**config.mk**
```make
export PLATFORM = sky130hd
export DESIGN_NAME = load_cell_adc_reader
export DESIGN_NICKNAME = d
export VERILOG_FILES = /design/src/lcar_pkg.sv /design/src/load_cell_adc_reader.sv /design/src/lcar_ctrl.sv /design/src/lcar_scale.sv /design/src/lcar_skid.sv
export SDC_FILE = /design/constraint.sdc
export NUM_CORES = 2
export LEC_CHECK = 0
export BUFFER_PORTS_ARGS = -buffer_cell sky130_fd_sc_hd__buf_2
export CORE_UTILIZATION = 30
export DETAILED_ROUTE_END_ITERATION = 16
export SYNTH_ARGS = -nofsm -noshare
export SYNTH_HDL_FRONTEND = slang
export SYNTH_HIERARCHICAL = 1
export SYNTH_SLANG_ARGS = --single-unit
```
**constraint.sdc**
```tcl
create_clock -name clk -period 8.25 [get_ports clk]
set_input_delay 1.2375 -clock clk [delete_from_list [all_inputs] [get_ports clk]]
set_output_delay 1.2375 -clock clk [all_outputs]
set_load 0.03 [all_outputs]
```
**src/lcar_pkg.sv**
```systemverilog
// Types and constants shared by the load cell reader modules.
`default_nettype none

package lcar_pkg;

    // Stream widths.
    localparam int S_TDATA_W = 8;
    localparam int M_TDATA_W = 64;
    localparam int RESULT_W  = 60;

    // Converter word handling.
    localparam int         WORD_W    = 24;
    localparam logic [4:0] DATA_BITS = 5'd24;
    localparam logic [23:0] TOP_FLIP = 24'h80_0000;

    // Command codes carried in the kind field.
    localparam logic [1:0] KIND_TICK   = 2'd0;
    localparam logic [1:0] KIND_TARE   = 2'd1;
    localparam logic [1:0] KIND_WEIGHT = 2'd2;

    // Read sequencer phases.
    typedef enum logic [4:0] {
        PH_IDLE    = 5'b00001,
        PH_SETTLE  = 5'b00010,
        PH_WAITLOW = 5'b00100,
        PH_HIGH    = 5'b01000,
        PH_LOW     = 5'b10000
    } lcar_phase_t;

    // Sequencer stage result handed to the scaling stage.
    typedef struct packed {
        logic        valid;
        logic        sck;
        logic        busy;
        logic [23:0] raw_word;
        logic        raw_valid;
        logic        weight_go;
        logic [23:0] diff;
    } lcar_stage_t;

endpackage

`default_nettype wire

```
**src/load_cell_adc_reader.sv**
```systemverilog
// Top level of the load cell converter reader with its register port.
//
// Channel  Direction  Content
// s_*      in         one time tick: kind command, sampled converter data line
// m_*      out        one result per tick: clock level, busy, word, weight
// APB      in/out     half_period_ticks at 0x0, scale_reciprocal at 0x4
//
// One tick is accepted every cycle while s_tready is high; its result passes
// through the input register, sequencer, multiplier and output register.
// The single 24 x 24 multiplier in the scaling stage sets the stage timing.
// Reset puts the sequencer in idle with tare and weight zero and the
// registers at their default values.
// When m_tready stays low one further result is held in the skid entry,
// then s_tready falls until the output register is taken.
`default_nettype none

module load_cell_adc_reader
    import lcar_pkg::*;
(
    input  wire logic                 clk,
    input  wire logic                 rst_n,
    // Tick stream.
    input  wire logic                 s_tvalid,
    output logic                      s_tready,
    input  wire logic [S_TDATA_W-1:0] s_tdata,  // [0] dout, [7:1] zero
    input  wire logic [1:0]           s_tuser,  // [1:0] kind
    // Result stream.
    output logic                      m_tvalid,
    input  wire logic                 m_tready,
    // [0] sck, [1] busy_res, [25:2] raw_word, [26] raw_valid,
    // [58:27] weight_fixed, [59] weight_valid, [63:60] zero
    output logic [M_TDATA_W-1:0]      m_tdata,
    // Register port.
    input  wire logic                 psel,
    input  wire logic                 penable,
    input  wire logic                 pwrite,
    input  wire logic [2:0]           paddr,
    input  wire logic [31:0]          pwdata,
    output logic [31:0]               prdata,
    output logic                      pready
);

    localparam logic REG_HALF_PERIOD = 1'b0;
    localparam logic REG_SCALE       = 1'b1;

    logic [15:0]         half_period_reg;
    logic [23:0]         scale_reg;
    logic                cfg_write;
    logic                pipe_en;
    logic                in_valid_reg;
    logic [1:0]          kind_reg;
    logic                dout_reg;
    lcar_stage_t         stage;
    logic                res_valid;
    logic [RESULT_W-1:0] res_data;
    logic [RESULT_W-1:0] out_data;

    // Register writes complete in the access phase.
    assign pready    = 1'b1;
    assign cfg_write = psel && penable && pwrite && pready;

    always_ff @(posedge clk or negedge rst_n)
    begin
        if (!rst_n)
        begin
            half_period_reg <= 16'd5;
            scale_reg       <= 24'd157533;
        end
        else if (cfg_write)
        begin
            case (paddr[2])
                REG_HALF_PERIOD: half_period_reg <= pwdata[15:0];
                REG_SCALE:       scale_reg       <= pwdata[23:0];
                default:         half_period_reg <= half_period_reg;
            endcase
        end
    end

    // Register read-back.
    always_comb
    begin
        case (paddr[2])
            REG_HALF_PERIOD: prdata = {16'd0, half_period_reg};
            REG_SCALE:       prdata = {8'd0, scale_reg};
            default:         prdata = 32'd0;
        endcase
    end

    // The whole pipeline moves when the output buffer has room.
    assign s_tready = pipe_en;

    // Input register for one tick transaction.
    always_ff @(posedge clk or negedge rst_n)
    begin
        if (!rst_n)
        begin
            in_valid_reg <= 1'b0;
        end
        else if (pipe_en)
        begin
            in_valid_reg <= s_tvalid;
        end
    end

    always_ff @(posedge clk)
    begin
        if (pipe_en)
        begin
            kind_reg <= s_tuser;
            dout_reg <= s_tdata[0];
        end
    end

    lcar_ctrl u_ctrl (
        .clk               (clk),
        .rst_n             (rst_n),
        .en                (pipe_en),
        .in_valid          (in_valid_reg),
        .kind              (kind_reg),
        .dout              (dout_reg),
        .half_period_ticks (half_period_reg),
        .stage             (stage)
    );

    lcar_scale u_scale (
        .clk              (clk),
        .rst_n            (rst_n),
        .en               (pipe_en),
        .stage            (stage),
        .scale_reciprocal (scale_reg),
        .out_valid        (res_valid),
        .out_data         (res_data)
    );

    lcar_skid u_skid (
        .clk       (clk),
        .rst_n     (rst_n),
        .in_valid  (res_valid),
        .in_data   (res_data),
        .in_ready  (pipe_en),
        .out_valid (m_tvalid),
        .out_data  (out_data),
        .out_ready (m_tready)
    );

    assign m_tdata = {{(M_TDATA_W - RESULT_W){1'b0}}, out_data};

endmodule

`default_nettype wire

```
**src/lcar_ctrl.sv**
```systemverilog
// Read sequencer: clock generation, bit capture and tare handling per tick.
`default_nettype none

module lcar_ctrl
    import lcar_pkg::*;
(
    input  wire logic        clk,
    input  wire logic        rst_n,
    input  wire logic        en,
    input  wire logic        in_valid,
    input  wire logic [1:0]  kind,
    input  wire logic        dout,
    input  wire logic [15:0] half_period_ticks,
    output lcar_stage_t      stage
);

    lcar_phase_t phase_reg, phase_next;
    logic        read_is_weight_reg, read_is_weight_next;
    logic [4:0]  bit_count_reg, bit_count_next;
    logic [23:0] shift_word_reg, shift_word_next;
    logic [15:0] tick_count_reg, tick_count_next;
    logic [23:0] tare_word_reg, tare_word_next;
    logic        clock_level_reg, clock_level_next;
    logic [23:0] last_word_reg, last_word_next;
    lcar_stage_t stage_reg, stage_next;

    logic [15:0] half;
    logic [15:0] tick_inc;
    logic        tick_done;
    logic [15:0] tick_after;
    logic [23:0] word_done;
    logic        raw_valid;
    logic        weight_go;

    // Phase timer: a zero half period counts as one tick.
    assign half       = (half_period_ticks == 16'd0) ? 16'd1 : half_period_ticks;
    assign tick_inc   = tick_count_reg + 16'd1;
    assign tick_done  = (tick_inc >= half) || (tick_inc == 16'd0);
    assign tick_after = tick_done ? 16'd0 : tick_inc;
    assign word_done  = shift_word_reg ^ TOP_FLIP;

    // Next state of the sequencer for one tick.
    always_comb
    begin
        phase_next          = phase_reg;
        read_is_weight_next = read_is_weight_reg;
        bit_count_next      = bit_count_reg;
        shift_word_next     = shift_word_reg;
        tick_count_next     = tick_count_reg;
        tare_word_next      = tare_word_reg;
        clock_level_next    = clock_level_reg;
        last_word_next      = last_word_reg;
        raw_valid           = 1'b0;
        weight_go           = 1'b0;

        case (phase_reg)
            PH_IDLE:
            begin
                if (kind == KIND_TARE || kind == KIND_WEIGHT)
                begin
                    read_is_weight_next = (kind == KIND_WEIGHT);
                    tick_count_next     = 16'd0;
                    bit_count_next      = 5'd0;
                    shift_word_next     = 24'd0;
                    clock_level_next    = 1'b0;
                    phase_next          = PH_SETTLE;
                end
            end
            PH_SETTLE:
            begin
                tick_count_next = tick_after;
                if (tick_done)
                begin
                    phase_next = PH_WAITLOW;
                end
            end
            PH_WAITLOW:
            begin
                if (!dout)
                begin
                    clock_level_next = 1'b1;
                    tick_count_next  = 16'd0;
                    phase_next       = PH_HIGH;
                end
            end
            PH_HIGH:
            begin
                tick_count_next = tick_after;
                if (tick_done)
                begin
                    clock_level_next = 1'b0;
                    if (bit_count_reg < DATA_BITS)
                    begin
                        phase_next = PH_LOW;
                    end
                    else
                    begin
                        // Gain pulse finished: the word is complete.
                        last_word_next = word_done;
                        raw_valid      = 1'b1;
                        if (read_is_weight_reg)
                        begin
                            weight_go = (word_done > tare_word_reg);
                        end
                        else
                        begin
                            tare_word_next = word_done;
                        end
                        bit_count_next = 5'd0;
                        phase_next     = PH_IDLE;
                    end
                end
            end
            PH_LOW:
            begin
                tick_count_next = tick_after;
                // Sample the data line on the first tick of the low phase.
                if (tick_count_reg == 16'd0)
                begin
                    shift_word_next = {shift_word_reg[WORD_W-2:0], dout};
                    bit_count_next  = bit_count_reg + 5'd1;
                end
                if (tick_done)
                begin
                    clock_level_next = 1'b1;
                    phase_next       = PH_HIGH;
                end
            end
            default:
            begin
                phase_next = PH_IDLE;
            end
        endcase
    end

    // Stage result for the scaling stage.
    always_comb
    begin
        stage_next.valid     = in_valid;
        stage_next.sck       = clock_level_next;
        stage_next.busy      = (phase_next != PH_IDLE);
        stage_next.raw_word  = last_word_next;
        stage_next.raw_valid = raw_valid;
        stage_next.weight_go = weight_go;
        stage_next.diff      = word_done - tare_word_reg;
    end

    // State registers advance only on a real tick.
    always_ff @(posedge clk or negedge rst_n)
    begin
        if (!rst_n)
        begin
            phase_reg          <= PH_IDLE;
            read_is_weight_reg <= 1'b0;
            bit_count_reg      <= 5'd0;
            shift_word_reg     <= 24'd0;
            tick_count_reg     <= 16'd0;
            tare_word_reg      <= 24'd0;
            clock_level_reg    <= 1'b0;
            last_word_reg      <= 24'd0;
        end
        else if (en && in_valid)
        begin
            phase_reg          <= phase_next;
            read_is_weight_reg <= read_is_weight_next;
            bit_count_reg      <= bit_count_next;
            shift_word_reg     <= shift_word_next;
            tick_count_reg     <= tick_count_next;
            tare_word_reg      <= tare_word_next;
            clock_level_reg    <= clock_level_next;
            last_word_reg      <= last_word_next;
        end
    end

    // Result register toward the scaling stage.
    always_ff @(posedge clk or negedge rst_n)
    begin
        if (!rst_n)
        begin
            stage_reg <= '0;
        end
        else if (en)
        begin
            stage_reg <= stage_next;
        end
    end

    assign stage = stage_reg;

endmodule

`default_nettype wire

```
**src/lcar_scale.sv**
```systemverilog
// Scaling stage: net weight multiply and result word assembly.
`default_nettype none

module lcar_scale
    import lcar_pkg::*;
(
    input  wire logic                clk,
    input  wire logic                rst_n,
    input  wire logic                en,
    input  lcar_stage_t              stage,
    input  wire logic [23:0]         scale_reciprocal,
    output logic                     out_valid,
    output logic [RESULT_W-1:0]      out_data
);

    logic [47:0] product;
    logic        valid_reg;
    logic        sck_reg;
    logic        busy_reg;
    logic [23:0] raw_word_reg;
    logic        raw_valid_reg;
    logic        weight_valid_reg;
    logic [31:0] weight_reg;

    // Net counts times the Q0.24 reciprocal; keep 1/256 units.
    assign product = {24'd0, stage.diff} * {24'd0, scale_reciprocal};

    // Control and held weight.
    always_ff @(posedge clk or negedge rst_n)
    begin
        if (!rst_n)
        begin
            valid_reg        <= 1'b0;
            weight_valid_reg <= 1'b0;
            weight_reg       <= 32'd0;
        end
        else if (en)
        begin
            valid_reg        <= stage.valid;
            weight_valid_reg <= stage.valid && stage.weight_go;
            if (stage.valid && stage.weight_go)
            begin
                weight_reg <= product[47:16];
            end
        end
    end

    // Pass-along fields.
    always_ff @(posedge clk)
    begin
        if (en)
        begin
            sck_reg       <= stage.sck;
            busy_reg      <= stage.busy;
            raw_word_reg  <= stage.raw_word;
            raw_valid_reg <= stage.raw_valid;
        end
    end

    assign out_valid = valid_reg;
    assign out_data  = {weight_valid_reg, weight_reg, raw_valid_reg, raw_word_reg,
                        busy_reg, sck_reg};

endmodule

`default_nettype wire

```
**src/lcar_skid.sv**
```systemverilog
// Output register with a skid entry so the pipeline sees a registered ready.
`default_nettype none

module lcar_skid
    import lcar_pkg::*;
(
    input  wire logic                clk,
    input  wire logic                rst_n,
    input  wire logic                in_valid,
    input  wire logic [RESULT_W-1:0] in_data,
    output logic                     in_ready,
    output logic                     out_valid,
    output logic [RESULT_W-1:0]      out_data,
    input  wire logic                out_ready
);

    logic                main_valid_reg;
    logic [RESULT_W-1:0] main_data_reg;
    logic                skid_valid_reg;
    logic [RESULT_W-1:0] skid_data_reg;
    logic                pop;
    logic                push;

    assign pop  = main_valid_reg && out_ready;
    assign push = in_valid && !skid_valid_reg;

    // Valid flags.
    always_ff @(posedge clk or negedge rst_n)
    begin
        if (!rst_n)
        begin
            main_valid_reg <= 1'b0;
            skid_valid_reg <= 1'b0;
        end
        else if (skid_valid_reg)
        begin
            if (pop)
            begin
                skid_valid_reg <= 1'b0;
            end
        end
        else if (push)
        begin
            if (main_valid_reg && !pop)
            begin
                skid_valid_reg <= 1'b1;
            end
            else
            begin
                main_valid_reg <= 1'b1;
            end
        end
        else if (pop)
        begin
            main_valid_reg <= 1'b0;
        end
    end

    // Data entries.
    always_ff @(posedge clk)
    begin
        if (skid_valid_reg)
        begin
            if (pop)
            begin
                main_data_reg <= skid_data_reg;
            end
        end
        else if (push)
        begin
            if (main_valid_reg && !pop)
            begin
                skid_data_reg <= in_data;
            end
            else
            begin
                main_data_reg <= in_data;
            end
        end
    end

    assign in_ready  = !skid_valid_reg;
    assign out_valid = main_valid_reg;
    assign out_data  = main_data_reg;

endmodule

`default_nettype wire

```
==> results.py <==
metrics = {
    "global_routing": {
        "grt_first_pass_wirelength_mm": 140,
        "grt_use_met1": 0.203,
        "grt-ovfl-total": 0,
        "grt_pass1_vias": 24792,
        "antenna_found_initial": 5,
        "grt_max_degree": 92,
        "track_usage": 0.147,
        "use_met3": 0.0327,
        "grt_busiest_layer": "met2",
        "grt_use_met2": 0.227,
    },
    "clock_network": {
        "cts_buffer_depth": 3,
        "cts_tree": "built",
        "worstSkewPairLatency_ns": 0.60,
        "cts.sinks": 380,
        "cts_buffers": 43,
        "cts_max_level": 2,
        "post_cts_buffers": 0,
        "clkTransAtPathRegs_ns": 0.06,
        "holdBufCountCts": 0,
        "cts_resized": 0,
        "cts_root_buf": "clkbuf_16",
    },
    "job": {
        "max_cap_viol_count": 0,
    },
    "hold_path": {
        "hold_path_depth": 0,
        "hold_path_class": "flip-flop to flip-flop",
        "holdPathEnd": "u_scale/raw_valid_reg",
        "hp-start": "u_ctrl/stage[25]",
    },
    "critical_path": {
        "cp_top_family": "adder cells",
        "r2r_slack_ns": 0.62,
        "crit_arrival_ns": 8.05,
        "r2r-start": "scale_reg[12]",
        "cp_num_buf_inv": 6,
        "rr_endpoint": "u_scale/weight_reg[26]",
        "crit_fanout": 22,
        "cp-start-kind": "flip-flop",
        "worst_r2r_path_depth": 24,
        "crit_required_ns": 8.68,
        "end_kind": "flip-flop",
        "path_class": "flip-flop to flip-flop",
        "cp_slowest_stage_delay_ns": 1.04,
        "worstPathCellList": "nand2_1, fa_1, inv_1, fa_1, inv_1, fa_1, inv_1, fa_1, fa_1, fa_1, inv_1, fa_1, inv_1, ha_1, a21oi_1, o21ai_1, a311oi_1, buf_4, o211ai_1, a31oi_1, nand2_1, a41oi_1, xor2_1, o21ai_0",
        "crit_top_cell": "fa_1",
        "cpMaxStageDelayCell": "dfrtp_1",
    },
    "floorplanning": {
        "io-pin-count": 151,
        "die_area_mm2": 0.121,
        "core-area_mm2": 0.118,
        "die_w_um": 348,
        "die_height_um": 348,
        "initial_core_util": 0.303,
        "num_rows": 126,
    },
    "sta": {
        "post-route-min-period_ns": 7.63,
        "min_period_over_period": 0.924,
        "finalSetupViolations": 0,
        "setup-tns-final_ns": 0,
        "max_freq_mhz": 131,
        "clock_skew_ns": 0.0412,
        "tightestPinTransition_ns": 1.23,
        "hold_viol": 0,
        "relSlewSlack": 0.177,
        "rsz0062_at_grt": "false",
        "drv_slew": 0,
    },
    "placed_design": {
        "port_buffers": 120,
        "dp_hpwl_mm": 68.3,
        "routabilityCongestion": 0.876,
    },
    "synthesis": {
        "postSynth.asyncResetShare": 0.605,
        "yosysSeqAreaShare": 0.287,
        "yosys.area_share.simple": 0.135,
        "synthFlopType": "dfrtp_1",
        "synth.area.top_cells": "fa_1 (27%), dfrtp_1 (15%), edfxtp_1 (13%)",
        "ys_ff_latch": 380,
        "synth_compound_area_frac": 0.0608,
        "netlist_area_mm2": 0.0358,
        "synth-adder-area-share": 0.344,
        "yosysMostFrequentCell": "inv_1",
        "yosysTopAreaCellShare": 0.269,
        "synthMuxAreaShare": 0.0712,
        "yosys-top-cells-count": "inv_1 (608), fa_1 (482), nand2_1 (421)",
        "synth.distinct_cells": 84,
        "synth_enable_flop_cells": 150,
        "synth_xor_area_frac": 0.0149,
        "synth_cells": 3437,
        "synth_top_family_by_area": "adder cells",
        "synth_top_area_cell": "fa_1",
        "synth.avg_cell_area_um2": 10.4,
        "yosysWarnings": 6,
    },
    "route": {
        "dr.pass1.iters": 5,
        "drt_wl_total_mm": 87.7,
        "via_count": 23793,
        "route.detailed.drc": 0,
        "first_iter_violations": 1396,
        "vias_per_cell": 4.68,
        "ant_nets": 0,
        "wl_per_cell_um": 17.3,
    },
    "cells_and_area": {
        "drive_above_1_share": 0.131,
        "fillCellCount": 11947,
        "multi_input_area_mm2": 0.0225,
        "area_growth_pct": 10.4,
        "fin_nets": 4254,
        "seqCellArea_mm2": 0.0103,
    },
    "pwr": {
        "peakVddDrop_mv": 0.250,
        "design_power_total_w": 0.00736,
        "p_leak_nw": 18.6,
        "pwr_density_cell_mw_per_mm2": 186,
    },
    "outcome": {
        "status": "completed",
    },
}
==> metrics by stage <==
step / utilization / cells / hold slack [ns] / setup slack [ns] / area (um^2)
after global routing: 0.335 / 5075 / 0.452 / 0.224 / 39600
after detailed placement: 0.323 / 4997 / 0.433 / 0.723 / 38200
after CTS: 0.335 / 5075 / 0.445 / 0.675 / 39600
final: 0.335 / 5079 / 0.443 / 0.623 / 39600
after global placement: 0.323 / 4997 / 0.431 / 0.738 / 38200
after floorplan: - / 3448 / 0.421 / 1.48 / 35900
==> cells by family (layout without fill, tap and decap cells) <==
kind of cell | count (synthesis) | after routing
DFF | 380 | 380
other | 2 | 17
adders and majority gates | 696 | 696
AOI/OAI and AO/OA | 342 | 342
xor gates and xnor gates | 61 | 61
muxes | 211 | 211
and+or+nand+nor | 957 | 957
buffers and inverters | 788 | 879
==> final cells by class <==
type | instances | share of cell area
Tap cell | 1536 | 0.0486
Multi-Input combinational cell | 2280 | 0.569
Timing Repair Buffer | 192 | 0.0291
Sequential cell | 380 | 0.260
Clock inverter | 14 | 0.00550
Clock buffer | 64 | 0.0302
Antenna cell | 4 | 0.000253
Inverter | 609 | 0.0578
==> per-layer routing <==
metal,part of all wire,up-vias
met4,0.030,2
met1,0.45,12019
met5,0.00015,-
met3,0.071,122
li1,-,10966
met2,0.44,684
==> how the worst max path moves through the flow <==
stage                     slack [ns]                      to     startpoint  depth (start not counted)
final                           0.62  u_scale/weight_reg[26]  scale_reg[12]                         24
after global routing            0.22  u_scale/weight_reg[26]   scale_reg[6]                         25
after CTS                       0.67  u_scale/weight_reg[26]   scale_reg[6]                         25
after detailed placement        0.72  u_scale/weight_reg[26]   scale_reg[6]                         25
after global placement          0.74  u_scale/weight_reg[26]   scale_reg[6]                         25
after floorplan                 1.48  u_scale/weight_reg[26]   scale_reg[3]                         26
==> power by group <==
part / switching (W) / leakage [nW] / internal (W)
Sequential: 0.000425 / 4.52 / 0.00251
Clock: 0.000785 / 0.677 / 0.00111
Combinational: 0.00160 / 13.4 / 0.000924
==> cell usage in the layout, fill, tap and decap left out, types with 64 or more instances in the layout <==
cell type,synthesis,final
a21oi_1,99,98
mux2_2,105,105
nor2_1,64,64
nand2_1,421,421
edfxtp_1,150,150
buf_2,10,119
and2_1,314,314
buf_4,19,72
inv_1,608,607
ha_1,214,214
fa_1,482,482
o21ai_0,102,101
dfrtp_1,216,215
Note: power is estimated with default switching activity, not from simulation.
